### src/hw/rtl/serial_to_i2c_command_translator_assert.svh
// assertion macros for the serial to i2c command translator rtl, used by its datapath
// expects a clock named clk and a synchronous active-high reset named rst in scope
`ifndef SERIAL_TO_I2C_COMMAND_TRANSLATOR_ASSERT_SVH
`define SERIAL_TO_I2C_COMMAND_TRANSLATOR_ASSERT_SVH

// condition must hold at every edge out of reset
`define S2ICT_ASSERT(lbl, cond) \
  lbl: assert property (@(posedge clk) disable iff (rst) (cond)) \
    else $error("s2ict assertion failed");

// antecedent implies consequent in the same cycle
`define S2ICT_ASSERT_IMP(lbl, ante, cons) \
  lbl: assert property (@(posedge clk) disable iff (rst) (ante) |-> (cons)) \
    else $error("s2ict implication failed");

// antecedent implies consequent in the next cycle
`define S2ICT_ASSERT_NXT(lbl, ante, cons) \
  lbl: assert property (@(posedge clk) disable iff (rst) (ante) |=> (cons)) \
    else $error("s2ict next-cycle check failed");

`endif

### src/hw/rtl/s2ict_pkg.sv
// shared types and constants of the serial to i2c command translator
// used by the controller, the datapath and the top level
package s2ict_pkg;

  localparam int unsigned BYTE_W  = 8;
  localparam int unsigned ADDR_W  = 7;
  localparam int unsigned RECV_W  = 6;
  localparam int unsigned OP_W    = 3;
  localparam int unsigned USER_W  = OP_W + 1;

  localparam logic [BYTE_W-1:0] MAX_RECV   = 8'd32;
  localparam logic [BYTE_W-1:0] START_BYTE = 8'h00;

  typedef enum logic [OP_W-1:0] {
    OP_START_WRITE = 3'd0,
    OP_WRITE       = 3'd1,
    OP_START_READ  = 3'd2,
    OP_READ        = 3'd3,
    OP_STOP        = 3'd4
  } op_t;

  typedef enum logic [3:0] {
    ST_IDLE,
    ST_ADDR,
    ST_SCOUNT,
    ST_RCOUNT,
    ST_DATA,
    ST_EMIT_SW,
    ST_EMIT_WR,
    ST_EMIT_SR,
    ST_EMIT_RD,
    ST_EMIT_STOP
  } state_t;

  // controller to datapath
  typedef struct packed {
    logic load_addr;
    logic load_sends;
    logic load_reads;
    logic load_data;
    logic dec_reads;
    logic clear;
    logic emit;
    op_t  op;
    logic last;
  } cmd_t;

  // datapath to controller
  typedef struct packed {
    logic rx_start;
    logic sends_nz;
    logic reads_nz;
    logic reads_one;
    logic out_free;
  } sts_t;

endpackage

### src/hw/rtl/s2ict_dp.sv
// datapath: frame header registers, latched send byte and output register
// depends on s2ict_pkg and the assertion macro header
`include "serial_to_i2c_command_translator_assert.svh"

module s2ict_dp (
  input  logic                          clk,
  input  logic                          rst,
  input  logic [s2ict_pkg::BYTE_W-1:0]  rx_byte,
  input  s2ict_pkg::cmd_t               cmd,
  output s2ict_pkg::sts_t               sts,
  output logic                          out_valid,
  input  logic                          out_ready,
  output logic [s2ict_pkg::BYTE_W-1:0]  out_byte,
  output logic [s2ict_pkg::OP_W-1:0]    out_op,
  output logic                          out_ack,
  output logic                          out_last
);
  import s2ict_pkg::*;

  logic [ADDR_W-1:0] target_address;
  logic [BYTE_W-1:0] sends_left;
  logic [RECV_W-1:0] reads_to_do;
  logic [BYTE_W-1:0] data_byte;
  logic [RECV_W-1:0] reads_sat;
  logic [BYTE_W-1:0] byte_next;
  logic              ack_next;

  assign reads_sat = (rx_byte > MAX_RECV) ? MAX_RECV[RECV_W-1:0] : rx_byte[RECV_W-1:0];

  always_ff @(posedge clk) begin
    if (rst) begin
      target_address <= '0;
      sends_left     <= '0;
      reads_to_do    <= '0;
    end else begin
      if (cmd.load_addr)  target_address <= rx_byte[ADDR_W-1:0];
      if (cmd.load_sends) sends_left <= rx_byte;
      if (cmd.load_reads) reads_to_do <= reads_sat;
      if (cmd.load_data)  sends_left <= sends_left - 8'd1;
      if (cmd.dec_reads)  reads_to_do <= reads_to_do - 6'd1;
      if (cmd.clear) begin
        sends_left  <= '0;
        reads_to_do <= '0;
      end
    end
  end

  always_ff @(posedge clk) begin
    if (cmd.load_data) data_byte <= rx_byte;
  end

  always_comb begin
    byte_next = '0;
    ack_next  = 1'b0;
    case (cmd.op)
      OP_START_WRITE: byte_next = {target_address, 1'b0};
      OP_START_READ:  byte_next = {target_address, 1'b1};
      OP_WRITE:       byte_next = data_byte;
      OP_READ:        ack_next  = !sts.reads_one;
      default:        byte_next = '0;
    endcase
  end

  always_ff @(posedge clk) begin
    if (rst) begin
      out_valid <= 1'b0;
    end else if (cmd.emit) begin
      out_valid <= 1'b1;
    end else if (out_ready) begin
      out_valid <= 1'b0;
    end
  end

  always_ff @(posedge clk) begin
    if (cmd.emit) begin
      out_byte <= byte_next;
      out_op   <= cmd.op;
      out_ack  <= ack_next;
      out_last <= cmd.last;
    end
  end

  assign sts.rx_start  = (rx_byte == START_BYTE);
  assign sts.sends_nz  = (sends_left != '0);
  assign sts.reads_nz  = (reads_to_do != '0);
  assign sts.reads_one = (reads_to_do == 6'd1);
  assign sts.out_free  = !out_valid || out_ready;

  // a pending op must never be overwritten
  `S2ICT_ASSERT_IMP(a_no_overwrite, cmd.emit, !out_valid || out_ready)
  // a send byte only arrives while sends remain
  `S2ICT_ASSERT_IMP(a_send_in_range, cmd.load_data, sends_left != '0)
  // reads are only issued while the count is nonzero
  `S2ICT_ASSERT_IMP(a_read_in_range, cmd.emit && cmd.op == OP_READ, reads_to_do != '0)
  // a stop always closes the run and clears the counters
  `S2ICT_ASSERT_NXT(a_stop_clears, cmd.emit && cmd.op == OP_STOP,
                    out_last && sends_left == '0 && reads_to_do == '0)
endmodule

### src/hw/rtl/s2ict_ctrl.sv
// controller: frame parsing and bus op sequencing state machine
// depends on s2ict_pkg; drives the datapath through cmd_t only
module s2ict_ctrl (
  input  logic             clk,
  input  logic             rst,
  input  logic             in_valid,
  output logic             in_ready,
  output s2ict_pkg::cmd_t  cmd,
  input  s2ict_pkg::sts_t  sts
);
  import s2ict_pkg::*;

  state_t state, state_next;
  logic   in_fire;

  assign in_fire = in_valid && in_ready;

  always_ff @(posedge clk) begin
    if (rst) begin
      state <= ST_IDLE;
    end else begin
      state <= state_next;
    end
  end

  always_comb begin
    state_next = state;
    unique case (state)
      ST_IDLE:   if (in_fire && sts.rx_start) state_next = ST_ADDR;
      ST_ADDR:   if (in_fire) state_next = ST_SCOUNT;
      ST_SCOUNT: if (in_fire) state_next = ST_RCOUNT;
      ST_RCOUNT: if (in_fire) state_next = ST_EMIT_SW;
      ST_DATA:   if (in_fire) state_next = ST_EMIT_WR;
      ST_EMIT_SW, ST_EMIT_WR: begin
        if (sts.out_free) begin
          if (sts.sends_nz) state_next = ST_DATA;
          else if (sts.reads_nz) state_next = ST_EMIT_SR;
          else state_next = ST_EMIT_STOP;
        end
      end
      ST_EMIT_SR: if (sts.out_free) state_next = ST_EMIT_RD;
      ST_EMIT_RD: begin
        if (sts.out_free && sts.reads_one) state_next = ST_EMIT_STOP;
      end
      ST_EMIT_STOP: if (sts.out_free) state_next = ST_IDLE;
      default:      state_next = ST_IDLE;
    endcase
  end

  // ready is high in every parsing state, so valid alone marks the accept there
  always_comb begin
    in_ready       = 1'b0;
    cmd            = '0;
    cmd.op         = OP_STOP;
    unique case (state)
      ST_IDLE:   in_ready = 1'b1;
      ST_ADDR: begin
        in_ready      = 1'b1;
        cmd.load_addr = in_valid;
      end
      ST_SCOUNT: begin
        in_ready       = 1'b1;
        cmd.load_sends = in_valid;
      end
      ST_RCOUNT: begin
        in_ready       = 1'b1;
        cmd.load_reads = in_valid;
      end
      ST_DATA: begin
        in_ready      = 1'b1;
        cmd.load_data = in_valid;
      end
      ST_EMIT_SW: begin
        cmd.emit = sts.out_free;
        cmd.op   = OP_START_WRITE;
        cmd.last = sts.sends_nz;
      end
      ST_EMIT_WR: begin
        cmd.emit = sts.out_free;
        cmd.op   = OP_WRITE;
        cmd.last = sts.sends_nz;
      end
      ST_EMIT_SR: begin
        cmd.emit = sts.out_free;
        cmd.op   = OP_START_READ;
      end
      ST_EMIT_RD: begin
        cmd.emit      = sts.out_free;
        cmd.op        = OP_READ;
        cmd.dec_reads = sts.out_free;
      end
      ST_EMIT_STOP: begin
        cmd.emit  = sts.out_free;
        cmd.op    = OP_STOP;
        cmd.last  = 1'b1;
        cmd.clear = sts.out_free;
      end
      default: in_ready = 1'b0;
    endcase
  end
endmodule

### src/hw/rtl/serial_to_i2c_command_translator.sv
// top level of the serial to i2c command translator
// depends on s2ict_pkg, s2ict_ctrl and s2ict_dp
//
// usage:
//   the slave channel takes one serial byte per item. a frame is a start
//   byte 0x00, the 7-bit target address, a send count, a receive count and
//   the send bytes; bytes outside a frame are dropped without a result.
//   the master channel gives one i2c bus op per item, one per cycle at most:
//   tdata is the bus byte, tuser the op code and read ack, tlast marks the
//   final op caused by one input byte.
//   the first op of a byte is registered: accepting the byte moves the
//   sequencer into an emit state, which loads the output register. the next
//   byte is taken once all ops of the last one are in the output register
//   (receive counts are capped at 32); header bytes that cause nothing do
//   not hold it off. one op per cycle enters the output register when free.
//   a stalled master side holds the op in the output register and pauses
//   the sequencer; the next byte may be accepted while the last op of a run
//   still waits.
//   reset: synchronous, active high; returns to waiting for a start byte
//   and clears the address and counts.
module serial_to_i2c_command_translator (
  input  logic                          clk,
  input  logic                          rst,
  input  logic                          s_axis_tvalid,
  output logic                          s_axis_tready,
  input  logic [s2ict_pkg::BYTE_W-1:0]  s_axis_tdata,  // [7:0] rx_byte
  output logic                          m_axis_tvalid,
  input  logic                          m_axis_tready,
  output logic [s2ict_pkg::BYTE_W-1:0]  m_axis_tdata,  // [7:0] bus_byte
  output logic [s2ict_pkg::USER_W-1:0]  m_axis_tuser,  // [2:0] bus_op, [3] read_ack
  output logic                          m_axis_tlast   // last_of_run
);
  import s2ict_pkg::*;

  cmd_t            cmd;
  sts_t            sts;
  logic [OP_W-1:0] out_op;
  logic            out_ack;

  s2ict_ctrl u_ctrl (
    .clk      (clk),
    .rst      (rst),
    .in_valid (s_axis_tvalid),
    .in_ready (s_axis_tready),
    .cmd      (cmd),
    .sts      (sts)
  );

  s2ict_dp u_dp (
    .clk       (clk),
    .rst       (rst),
    .rx_byte   (s_axis_tdata),
    .cmd       (cmd),
    .sts       (sts),
    .out_valid (m_axis_tvalid),
    .out_ready (m_axis_tready),
    .out_byte  (m_axis_tdata),
    .out_op    (out_op),
    .out_ack   (out_ack),
    .out_last  (m_axis_tlast)
  );

  assign m_axis_tuser = {out_ack, out_op};
endmodule

### config.mk
export PLATFORM = sky130hd
export DESIGN_NAME = serial_to_i2c_command_translator
export DESIGN_NICKNAME = d
export VERILOG_FILES = /design/src/hw/rtl/s2ict_pkg.sv /design/src/hw/rtl/s2ict_dp.sv /design/src/hw/rtl/s2ict_ctrl.sv /design/src/hw/rtl/serial_to_i2c_command_translator.sv
export VERILOG_INCLUDE_DIRS = /design/src /design/src/hw/rtl
export SDC_FILE = /design/constraint.sdc
export NUM_CORES = 1
export LEC_CHECK = 0
export ABC_AREA = 1
export CAP_MARGIN = 10
export CORE_ASPECT_RATIO = 0.5
export CORE_MARGIN = 8
export CORE_UTILIZATION = 36
export CTS_CLUSTER_SIZE = 8
export DETAILED_ROUTE_END_ITERATION = 12
export DONT_BUFFER_PORTS = 1
export PLACE_DENSITY = 0.5
export SYNTH_ARGS = -nofsm -noshare
export SYNTH_HDL_FRONTEND = slang
export SYNTH_SLANG_ARGS = --single-unit
### constraint.sdc
create_clock -name clk -period 3.3 [get_ports clk]
set_input_delay 0.495 -clock clk [delete_from_list [all_inputs] [get_ports clk]]
set_output_delay 0.495 -clock clk [all_outputs]
set_load 0.01 [all_outputs]
==> reports/qor_table.md, run 1 <==
| Result | Value | Unit |
|:---|:---|:---|
| Outcome | complete, no violations | - |
| Dpl hpwl | 4.43 | mm |
| Cell family with the largest share of critical-path delay | buffers and inverters | - |
| Pin count of the biggest net entering global routing | 16 | - |
| Post-CTS Setup Bufs | 0 | - |
| Most numerous cell types in the synthesized netlist | nand2_1 (53), inv_1 (36), nor2_1 (33) | - |
| EDFF count, synth | 21 | - |
| Hold Fails Final Rpt | 0 | - |
| WP data arrival | 1.79 | ns |
| Most common cell in the synthesized netlist | nand2_1 | - |
| Number of buffers created by CTS | 5 | - |
| Setup violators final | 0 | - |
| Remaining antenna violation count | 0 | - |
| Number of warnings reported in the yosys synthesis log | 0 | - |
| Critical path buffers and inverters | 3 | - |
| Inserted Diodes | 0 | - |
| Global-route wire length before repair | 9.33 | mm |
| Post-synthesis cell count | 300 | - |
| Residual DRC count | 0 | - |
| Total number of vias | 1,987 | - |
| Core ar. | 6620 | µm² |
| Avg Vias per Cell | 5.01 | - |
| R2r startpoint | u_ctrl.state[0] | - |
| Minimum period implied by the final worst setup slack | 1.87 | ns |
| Leakage power | 1.09 | nW |
| Hold_sp | rst | - |
| Iteration-0 DRC count of the detailed router | 145 | - |
| Final critical-path share of the clock period | 56.5 | % |
| Total GRT Usage | 12.0 | % |
| Clock transition at the registers of the reported paths | 0.06 | ns |
| Top cells by area, synth | edfxtp_1 (26%), dfxtp_1 (21%), nand2_1 (8.1%) | - |
| Count of buffers inserted at the top-level ports | 0 | - |
| Setup repair after global routing missed its margin | false | - |
| I/O Pins | 27 | - |
| Mean post-synth cell area | 8.15 | µm² |
| Worst path depth | 8 | - |
| R2R Path End | u_dp.out_byte[2] | - |
| Cells resized by post-CTS repair | 0 | - |
| Smallest hold slack | 0.268 | ns |
| Sequential cell area | 1150 | µm² |
| Final Max Slew Viols | 0 | - |
| Capture endpoint of the worst hold path | u_ctrl.state[0] | - |
| Count of cells along the worst register-to-register path | 8 | - |
| Row cnt | 21 | - |
| Cell chain of the critical path | inv_2, nor2_1, nand2_4, o21ai_4, nor2_1, inv_1, nand2_1, inv_1 | - |
| Number of distinct standard cells referenced by the synthesized netlist | 31 | - |
| Top fanout value on the critical path | 13 | - |
| HP Class | in2reg | - |
| Layout Skew | 0.00449 | ns |
| Buffer cell driving the clock tree root | clkbuf_16 | - |
| Top cell type by total area after synthesis | edfxtp_1 | - |
| Total length of routed wires | 5.73 | mm |
| Prevailing post-synth register cell | dfxtp_1 | - |
| Worst slew pin tran | 0.492 | ns |
| Fill count | 697 | - |
| Reg2reg setup slack | 1.43 | ns |
| Area of the mapped netlist | 2450 | µm² |
| Power density cells | 630 | nW/µm² |
| Vias in the first global route | 1,802 | - |
| Largest vdd supply drop | 0.000231 | V |
| Maximum frequency from static timing analysis | 536 | MHz |
| Footprint of the multi-input gates | 1090 | µm² |
| Top cell type's share of synthesized area | 25.8 | % |
| CTS sink cnt | 47 | - |
| Avg WL per Cell | 14.4 | µm |
| Maximum clock path buffer count | 2 | - |
| Crit path kind | reg2reg | - |
| Later-pin clock latency in the skew report | 0.29 | ns |
| Initial DRT Pass Iterations | 5 | - |
| Overall die area | 9850 | µm² |
| Mapped Nets | 317 | - |
| Clock tree from TritonCTS | built | - |
| CTS H-Tree Depth | 2 | - |
| Max-slew headroom at the worst pin | 67.1 | % |
| Routability cong. | 0.879 | - |
| Initial antenna violation count | 0 | - |
| Number of buffers inserted for hold repair after clock tree synthesis | 0 | - |
| Final-layout setup total negative slack | 0 | ns |
| Type of destination of the critical path | flop | - |
| Grt ovf | 0 | - |
| Number of violations of the max-capacitance limit | 0 | - |
| Slowest cell on crit path | dfxtp_1 | - |
| Die Height | 74.3 | µm |
| Ratio of cells with drive above 1 in the final layout | 11.5 | % |
| Critical Path Start Type | flop | - |
| Overall die width | 133 | µm |
| Data required time of the critical path | 3.23 | ns |
| Async set-reset flop share out of synthesis | 0 | % |
| Flop and latch count out of synthesis | 47 | - |
| Largest stage delay on the critical path | 0.45 | ns |
| Hold-critical path depth | 1 | - |
| Post-synthesis sequential area ratio | 47.1 | % |
| Effective utilization at floorplan | 36.9 | % |
| Total Nets Final | 321 | - |
| Area growth, synth to finish | 10.7 | % |
[state kept, by name (all words and copies together) (netlist names), 3 cells and up]
register and count:
u_ctrl.state 4, u_dp.data_byte 8, u_dp.out_byte 8, u_dp.out_op 3, u_dp.reads_to_do 6, u_dp.sends_left 8, u_dp.target_address 7
[layout make-up]
| class | count | share of cell area (%) |
|---|---|---|
| Clock buffer | 6 | 5.13 |
| Clock inverter | 2 | 1.43 |
| Inverter | 45 | 6.33 |
| Multi-Input combinational cell | 205 | 40.4 |
| Sequential cell | 47 | 42.5 |
| Tap cell | 92 | 4.25 |
[per-stage QoR]
step	instances	worst slack [ns]	util [%]	power, W	instance area, µm²
global placement	389	1.50	38.2	0.00112	2530
floorplan	300	1.66	-	0.00104	2450
detailed placement	389	1.41	38.2	0.00112	2530
global route	397	1.28	40.9	0.00180	2710
finish	397	1.43	40.9	0.00171	2710
CTS	397	1.41	40.9	0.00172	2710
[layer usage]
layer,wire (µm),global-route usage [%],up-vias,part of all wire [%]
li1,-,-,1003,-
met1,2900,16.0,917,51
met2,2350,17.8,57,41
met3,373,3.64,10,6.5
met4,99,4.74,0,1.7
met5,0,0,-,0
[kinds of logic after synthesis]
kind of cell	count (synthesis)	synth area share, %
AND/OR/NAND/NOR	123	23.7
AO/OA/AOI/OAI	73	17.0
buffers and inverters	48	8.24
flip-flops	47	47.1
adder cells (fa/ha/maj)	5	2.56
XOR/XNOR	4	1.43
[layout by cell type, fill, tap and decap left out, types with 5 or more instances in the layout]
cell type / Yosys / layout
o21ai_0: 31 / 31
inv_1: 36 / 36
nor2_1: 33 / 33
dfxtp_1: 26 / 26
edfxtp_1: 21 / 21
clkbuf_16: 0 / 5
nand2_1: 53 / 53
ha_1: 5 / 5
nand4_1: 6 / 6
a21oi_1: 29 / 29
nand3_1: 14 / 14
inv_2: 8 / 8
[how the worst max path moves through the flow]
stage / start / endpoint / slack (ns)
6_report: u_ctrl.state[0] / u_dp.out_byte[2] / 1.43
5_1_grt: u_ctrl.state[0] / u_dp.out_byte[0] / 1.28
4_1_cts: u_ctrl.state[0] / u_dp.out_byte[2] / 1.41
3_5_place_dp: u_ctrl.state[0] / u_dp.out_byte[7] / 1.41
3_3_place_gp: u_ctrl.state[0] / u_dp.out_byte[5] / 1.50
2_1_floorplan: u_ctrl.state[1] / u_dp.out_ack / 1.66
[report_power, final]
part	total (W)	internal (W)	switching, W
combinational	0.000420	0.000131	0.000289
clock	0.000598	0.000381	0.000217
sequential	0.000689	0.000657	0.0000312
total	0.00171	0.00117	0.000537
(Power assumes the default switching activity.)
==> run 2: changes to the inputs <==
==> constraint.sdc (replaced) <==
create_clock -name clk -period 1.9 [get_ports clk]
set_input_delay 0.285 -clock clk [delete_from_list [all_inputs] [get_ports clk]]
set_output_delay 0.285 -clock clk [all_outputs]
set_load 0.01 [all_outputs]
==> run 2 against run 1 <==
Against the previous run:
- sequential cell count is the same
- first-iteration DRC count grew 12%
- utilization grew 0.36 points
- maximum frequency grew 9.8%
- global-route usage grew 0.37 points
- count of clock-buffer cells in the layout is the same
- hold slack lost 0.21 ns
- sequential power grew 73%
- final area grew 0.88%
- clock skew grew 0.00098 ns
- critical path type unchanged
- power grew 73%
- largest power group unchanged
- combinational power grew 81%
==> reports/qor_table.md, run 2 (same netlist as run 1, synthesis figures left out) <==
| Result | Value | Unit |
|:---|:---|:---|
| Maximum clock path buffer count | 2 | - |
| Data required time of the critical path | 1.91 | ns |
| Number of buffers created by CTS | 5 | - |
| Critical Path Start Type | flop | - |
| WP data arrival | 1.71 | ns |
| Capture endpoint of the worst hold path | u_ctrl.state[0] | - |
| Reg2reg setup slack | 0.20 | ns |
| Worst slew pin tran | 0.467 | ns |
| Slowest cell on crit path | dfxtp_1 | - |
| Largest stage delay on the critical path | 0.43 | ns |
| Buffer cell driving the clock tree root | clkbuf_16 | - |
| Area growth, synth to finish | 11.7 | % |
| I/O Pins | 27 | - |
| Avg WL per Cell | 14.6 | µm |
| R2r startpoint | u_ctrl.state[1] | - |
| Final Max Slew Viols | 0 | - |
| Type of destination of the critical path | flop | - |
| Largest vdd supply drop | 0.000424 | V |
| Vias in the first global route | 1,773 | - |
| Iteration-0 DRC count of the detailed router | 162 | - |
| Avg Vias per Cell | 4.91 | - |
| Clock tree from TritonCTS | built | - |
| HP Class | in2reg | - |
| Overall die width | 133 | µm |
| Cells resized by post-CTS repair | 0 | - |
| Global-route wire length before repair | 9.47 | mm |
| Count of cells along the worst register-to-register path | 9 | - |
| Grt ovf | 0 | - |
| Final critical-path share of the clock period | 89.4 | % |
| Die Height | 74.3 | µm |
| Post-CTS Setup Bufs | 0 | - |
| Hold-critical path depth | 1 | - |
| Final-layout setup total negative slack | 0 | ns |
| Remaining antenna violation count | 0 | - |
| Critical path buffers and inverters | 5 | - |
| Power density cells | 1080 | nW/µm² |
| R2R Path End | u_dp.out_byte[4] | - |
| Residual DRC count | 0 | - |
| Hold_sp | rst | - |
| Total GRT Usage | 12.3 | % |
| Hold Fails Final Rpt | 0 | - |
| Setup repair after global routing missed its margin | false | - |
| Most used cells in the layout excluding fill and tap cells | nand2_1 (53), inv_1 (36), nor2_1 (33) | - |
| Outcome | complete, no violations | - |
| Total Nets Final | 324 | - |
| Initial DRT Pass Iterations | 4 | - |
| Largest registers | u_dp.data_byte x8, u_dp.out_byte x8, u_dp.sends_left x8 | - |
| Most common cell after layout, fill and taps aside | nand2_1 | - |
| Pin count of the biggest net entering global routing | 16 | - |
| Worst path setup slack after routing | 0.201 | ns |
| Overall die area | 9850 | µm² |
| Worst setup slack before clock tree synthesis | 0.192 | ns |
| Maximum frequency from static timing analysis | 589 | MHz |
| CTS sink cnt | 47 | - |
| Ratio of cells with drive above 1 in the final layout | 12.0 | % |
| Number of violations of the max-capacitance limit | 0 | - |
| Clock transition at the registers of the reported paths | 0.06 | ns |
| Minimum period implied by the final worst setup slack | 1.70 | ns |
| CTS H-Tree Depth | 2 | - |
| Footprint of the multi-input gates | 1090 | µm² |
| Fill count | 681 | - |
| Crit path kind | reg2reg | - |
| Layout Skew | 0.00547 | ns |
| Cell family with the largest share of critical-path delay | buffers and inverters | - |
| Sequential cell area | 1150 | µm² |
| Count of buffers inserted at the top-level ports | 0 | - |
| Dpl hpwl | 4.51 | mm |
| Core ar. | 6620 | µm² |
| Later-pin clock latency in the skew report | 0.29 | ns |
| Cell chain of the critical path | inv_2, nand2_4, inv_2, o21ai_4, nor2_1, inv_1, nand2_1, inv_1, buf_12 | - |
| Row cnt | 21 | - |
| Initial antenna violation count | 0 | - |
| Routability cong. | 0.979 | - |
| Total number of vias | 1,964 | - |
| Total length of routed wires | 5.85 | mm |
| Top fanout value on the critical path | 11 | - |
| Inserted Diodes | 0 | - |
| Setup violators final | 0 | - |
| Effective utilization at floorplan | 36.9 | % |
| Leakage power | 1.10 | nW |
| Number of buffers inserted for hold repair after clock tree synthesis | 0 | - |
| Max-slew headroom at the worst pin | 68.6 | % |
-- run 2: metal layers --
metal	share of wire [%]	GRT usage, %
met5	0	0
met4	1.2	4.49
met3	7.1	3.98
met2	41	17.7
met1	50	16.9
-- run 2: worst register-to-register path, stage by stage, from the launching register on --
cell and delay [ns]:
dfxtp_1 0.43, inv_2 0.09, nand2_4 0.14, inv_2 0.08, o21ai_4 0.17, nor2_1 0.07, inv_1 0.07, nand2_1 0.05
inv_1 0.16, buf_12 0.16
-- run 2: area by class of cell --
type / instances / share of cell area (%)
sequential: 47 / 42.1
clock buffer: 6 / 4.72
inverter: 45 / 6.27
multi-input combinational: 205 / 40.0
timing repair buffer: 3 / 1.28
tap: 92 / 4.21
clock inverter: 2 / 1.37
-- run 2: worst max-delay path by stage --
stage               cells past startpoint            start          endpoint
floorplan                               8  u_ctrl.state[1]      u_dp.out_ack
global placement                        9  u_ctrl.state[1]  u_dp.out_byte[6]
detailed placement                      9  u_ctrl.state[1]      u_dp.out_ack
CTS                                     9  u_ctrl.state[1]  u_dp.out_byte[3]
global route                            9  u_ctrl.state[1]  u_dp.out_byte[3]
finish                                  9  u_ctrl.state[1]  u_dp.out_byte[4]
-- run 2: per-stage QoR --
| step | util (%) | hold WS [ns] | cell area, µm² | power (W) | instances |
|---|---|---|---|---|---|
| 3_3_place_gp | 38.8 | 0.355 | 2570 | 0.00196 | 392 |
| 4_1_cts | 41.3 | 0.0459 | 2730 | 0.00297 | 400 |
| 2_1_floorplan | - | 0.354 | 2450 | 0.00181 | 300 |
| 6_report | 41.3 | 0.0558 | 2730 | 0.00295 | 400 |
| 3_5_place_dp | 38.8 | 0.357 | 2570 | 0.00196 | 392 |
| 5_1_grt | 41.3 | 0.0473 | 2730 | 0.00312 | 400 |
-- run 2: power breakdown --
group	switching (W)	total (W)	internal, W
clock network	0.000379	0.00100	0.000621
logic	0.000523	0.000759	0.000236
registers	0.0000493	0.00119	0.00114
total	0.000951	0.00295	0.00200
==> run 3: changes to the inputs <==
--- a/config.mk
+++ b/config.mk
@@ -11,9 +11,11 @@
 export CORE_ASPECT_RATIO = 0.5
 export CORE_MARGIN = 8
 export CORE_UTILIZATION = 36
+export CTS_BUF_LIST = sky130_fd_sc_hd__clkbuf_2
 export CTS_CLUSTER_SIZE = 8
 export DETAILED_ROUTE_END_ITERATION = 12
 export DONT_BUFFER_PORTS = 1
+export GPL_TIMING_DRIVEN = 0
 export PLACE_DENSITY = 0.5
 export SYNTH_ARGS = -nofsm -noshare
 export SYNTH_HDL_FRONTEND = slang
==> run 3 against run 2 <==
Against the previous run:
- hold slack got worse by 0.019 ns
- sequential cell count unchanged
- first-iteration DRC count increased by 3.7%
- maximum frequency decreased by 4.1%
- combinational power increased by 2%
- wire length increased by 3.8%
- clock skew increased by 0.029 ns
- non-clock buffer count increased by 10
- worst setup slack got worse by 0.073 ns
- register-to-register slack got worse by 0.07 ns
- sequential power about the same
- highest routed layer unchanged
- count of clock-buffer cells in the layout decreased by 1
==> reports/qor_table.md, run 3 (same netlist as run 1, synthesis figures left out) <==
| Result | Value | Unit |
|:---|:---|:---|
| Largest vdd supply drop | 0.000262 | V |
| Final critical-path share of the clock period | 93.3 | % |
| Max-slew headroom at the worst pin | 65.7 | % |
| Remaining antenna violation count | 0 | - |
| Critical path buffers and inverters | 5 | - |
| CTS H-Tree Depth | 2 | - |
| Hold Fails Final Rpt | 0 | - |
| Initial antenna violation count | 0 | - |
| Crit path kind | reg2reg | - |
| Ratio of cells with drive above 1 in the final layout | 12.9 | % |
| Maximum clock path buffer count | 2 | - |
| HP Class | in2reg | - |
| Final Core Density | 41.5 | % |
| Sequential cell area | 1150 | µm² |
| Count of buffers inserted at the top-level ports | 0 | - |
| Number of violations of the max-capacitance limit | 0 | - |
| Worst slew pin tran | 0.510 | ns |
| Dpl hpwl | 4.46 | mm |
| Iteration-0 DRC count of the detailed router | 168 | - |
| Buffer cell driving the clock tree root | clkbuf_2 | - |
| Cell occurring most often along the worst timing path | inv_1 | - |
| Maximum frequency from static timing analysis | 564 | MHz |
| Effective utilization at floorplan | 36.9 | % |
| Total Nets Final | 334 | - |
| Cell chain of the critical path | inv_1, nand2_2, inv_2, nand2_4, o21ai_4, nor2_1, inv_1, nand2_1, clkinvlp_4, buf_12 | - |
| Grt ovf | 0 | - |
| CTS sink cnt | 47 | - |
| Total number of vias | 1,974 | - |
| Top fanout value on the critical path | 12 | - |
| Inserted Diodes | 0 | - |
| Slowest cell on crit path | dfxtp_1 | - |
| Later-pin clock latency in the skew report | 0.44 | ns |
| Fill count | 687 | - |
| Area growth, synth to finish | 12.3 | % |
| Largest registers | u_dp.data_byte x8, u_dp.out_byte x8, u_dp.sends_left x8 | - |
| Clock transition at the registers of the reported paths | 0.27 | ns |
| Pin count of the biggest net entering global routing | 17 | - |
| Total GRT Usage | 13.0 | % |
| Global-route wire length before repair | 10.1 | mm |
| Avg Vias per Cell | 4.81 | - |
| Most used cells in the layout excluding fill and tap cells | nand2_1 (53), inv_1 (35), nor2_1 (33) | - |
| Final Max Slew Viols | 0 | - |
| Avg WL per Cell | 14.8 | µm |
| Cell area reported after detailed placement | 2560 | µm² |
| Row cnt | 21 | - |
| Setup violators final | 0 | - |
| Sum of internal, switching and leakage power | 0.00256 | W |
| Overall die area | 9850 | µm² |
| Largest stage delay on the critical path | 0.51 | ns |
| Smallest hold slack | 0.0363 | ns |
| Leakage power | 1.09 | nW |
| Most common cell after layout, fill and taps aside | nand2_1 | - |
| Power density cells | 930 | nW/µm² |
| Cell family with the largest share of critical-path delay | buffers and inverters | - |
| Outcome | complete, no violations | - |
| Die Height | 74.3 | µm |
| Routability cong. | 0.836 | - |
| Number of buffers created by CTS | 5 | - |
| Type of destination of the critical path | flop | - |
| Total length of routed wires | 6.08 | mm |
| Residual DRC count | 0 | - |
| Final-layout setup total negative slack | 0 | ns |
| Footprint of the multi-input gates | 1090 | µm² |
| Vias in the first global route | 1,975 | - |
| Initial DRT Pass Iterations | 4 | - |
| Post-route standard cell area excluding fillers | 2750 | µm² |
| Minimum period implied by the final worst setup slack | 1.77 | ns |
| Data required time of the critical path | 2.15 | ns |
| Clock tree from TritonCTS | built | - |
| I/O Pins | 27 | - |
| Critical Path Start Type | flop | - |
| Layout Skew | 0.0341 | ns |
| WP data arrival | 2.02 | ns |
| Setup repair after global routing missed its margin | false | - |
| Overall die width | 133 | µm |
| Core ar. | 6620 | µm² |
[run 3: cell count changes in the layout (fill, tap and decap cells not counted), moves of 2 or more]
cell	delta
buf_6	+2
dlygate4sd3_1	+9
clkbuf_2	+5
clkbuf_16	-5
[run 3: routing by layer]
layer,share of wire (%),wire (µm),vias up,track usage [%]
li1,-,-,1029,-
met1,53,3230,899,17.8
met2,41,2510,40,19.7
met3,4.5,275,6,3.37
met4,1.1,65,0,3.74
met5,0,0,-,0
[run 3: path summary, 6_finish.rpt]
kind	endpoint	cells past startpoint	start	slack, ns
worst max register to register	u_dp.out_byte[6]	10	u_ctrl.state[2]	0.13
worst min-delay path	u_dp.target_address[4]	2	s_axis_tdata[4]	0.04
worst max-delay path	u_dp.out_byte[6]	10	u_ctrl.state[2]	0.13
worst min register to register	u_dp.target_address[6]	2	u_dp.target_address[6]	0.47
[run 3: stage by stage]
stage               worst slack (ns)  cells
floorplan                      0.258    300
global placement             0.00685    392
detailed placement           -0.0163    392
CTS                           0.0377    409
global route                  0.0204    410
finish                         0.128    410
[run 3: worst reg2reg max path, delay by kind of cell (launching register included)]
kind / cells / cell delay (ns)
AOI/OAI and AO/OA: 1 / 0.08
buffers and inverters: 5 / 0.52
DFF: 1 / 0.51
and+or+nand+nor: 4 / 0.45
[run 3: power breakdown]
part           switching [W]  internal, W
Combinational       0.000521     0.000255
Sequential         0.0000599      0.00114
Clock               0.000352     0.000226
Total               0.000932      0.00162
[run 3: repair_timing]
item,CTS,global route
endpoints found under the setup margin,13,13
resized for setup,1,1
endpoints found under the hold margin,17,0
setup buffers,0,1
hold buffers,9,0
[run 3: area by class of cell]
| cell class | instances | area share [%] |
|---|---|---|
| inverters | 45 | 6.38 |
| clock buffers | 5 | 0.911 |
| well taps | 92 | 4.19 |
| multi-input cells | 205 | 39.8 |
| repair buffers | 10 | 4.01 |
| clock inverters | 3 | 1.68 |
| flip-flops and latches | 47 | 41.9 |
| plain buffers | 3 | 1.09 |
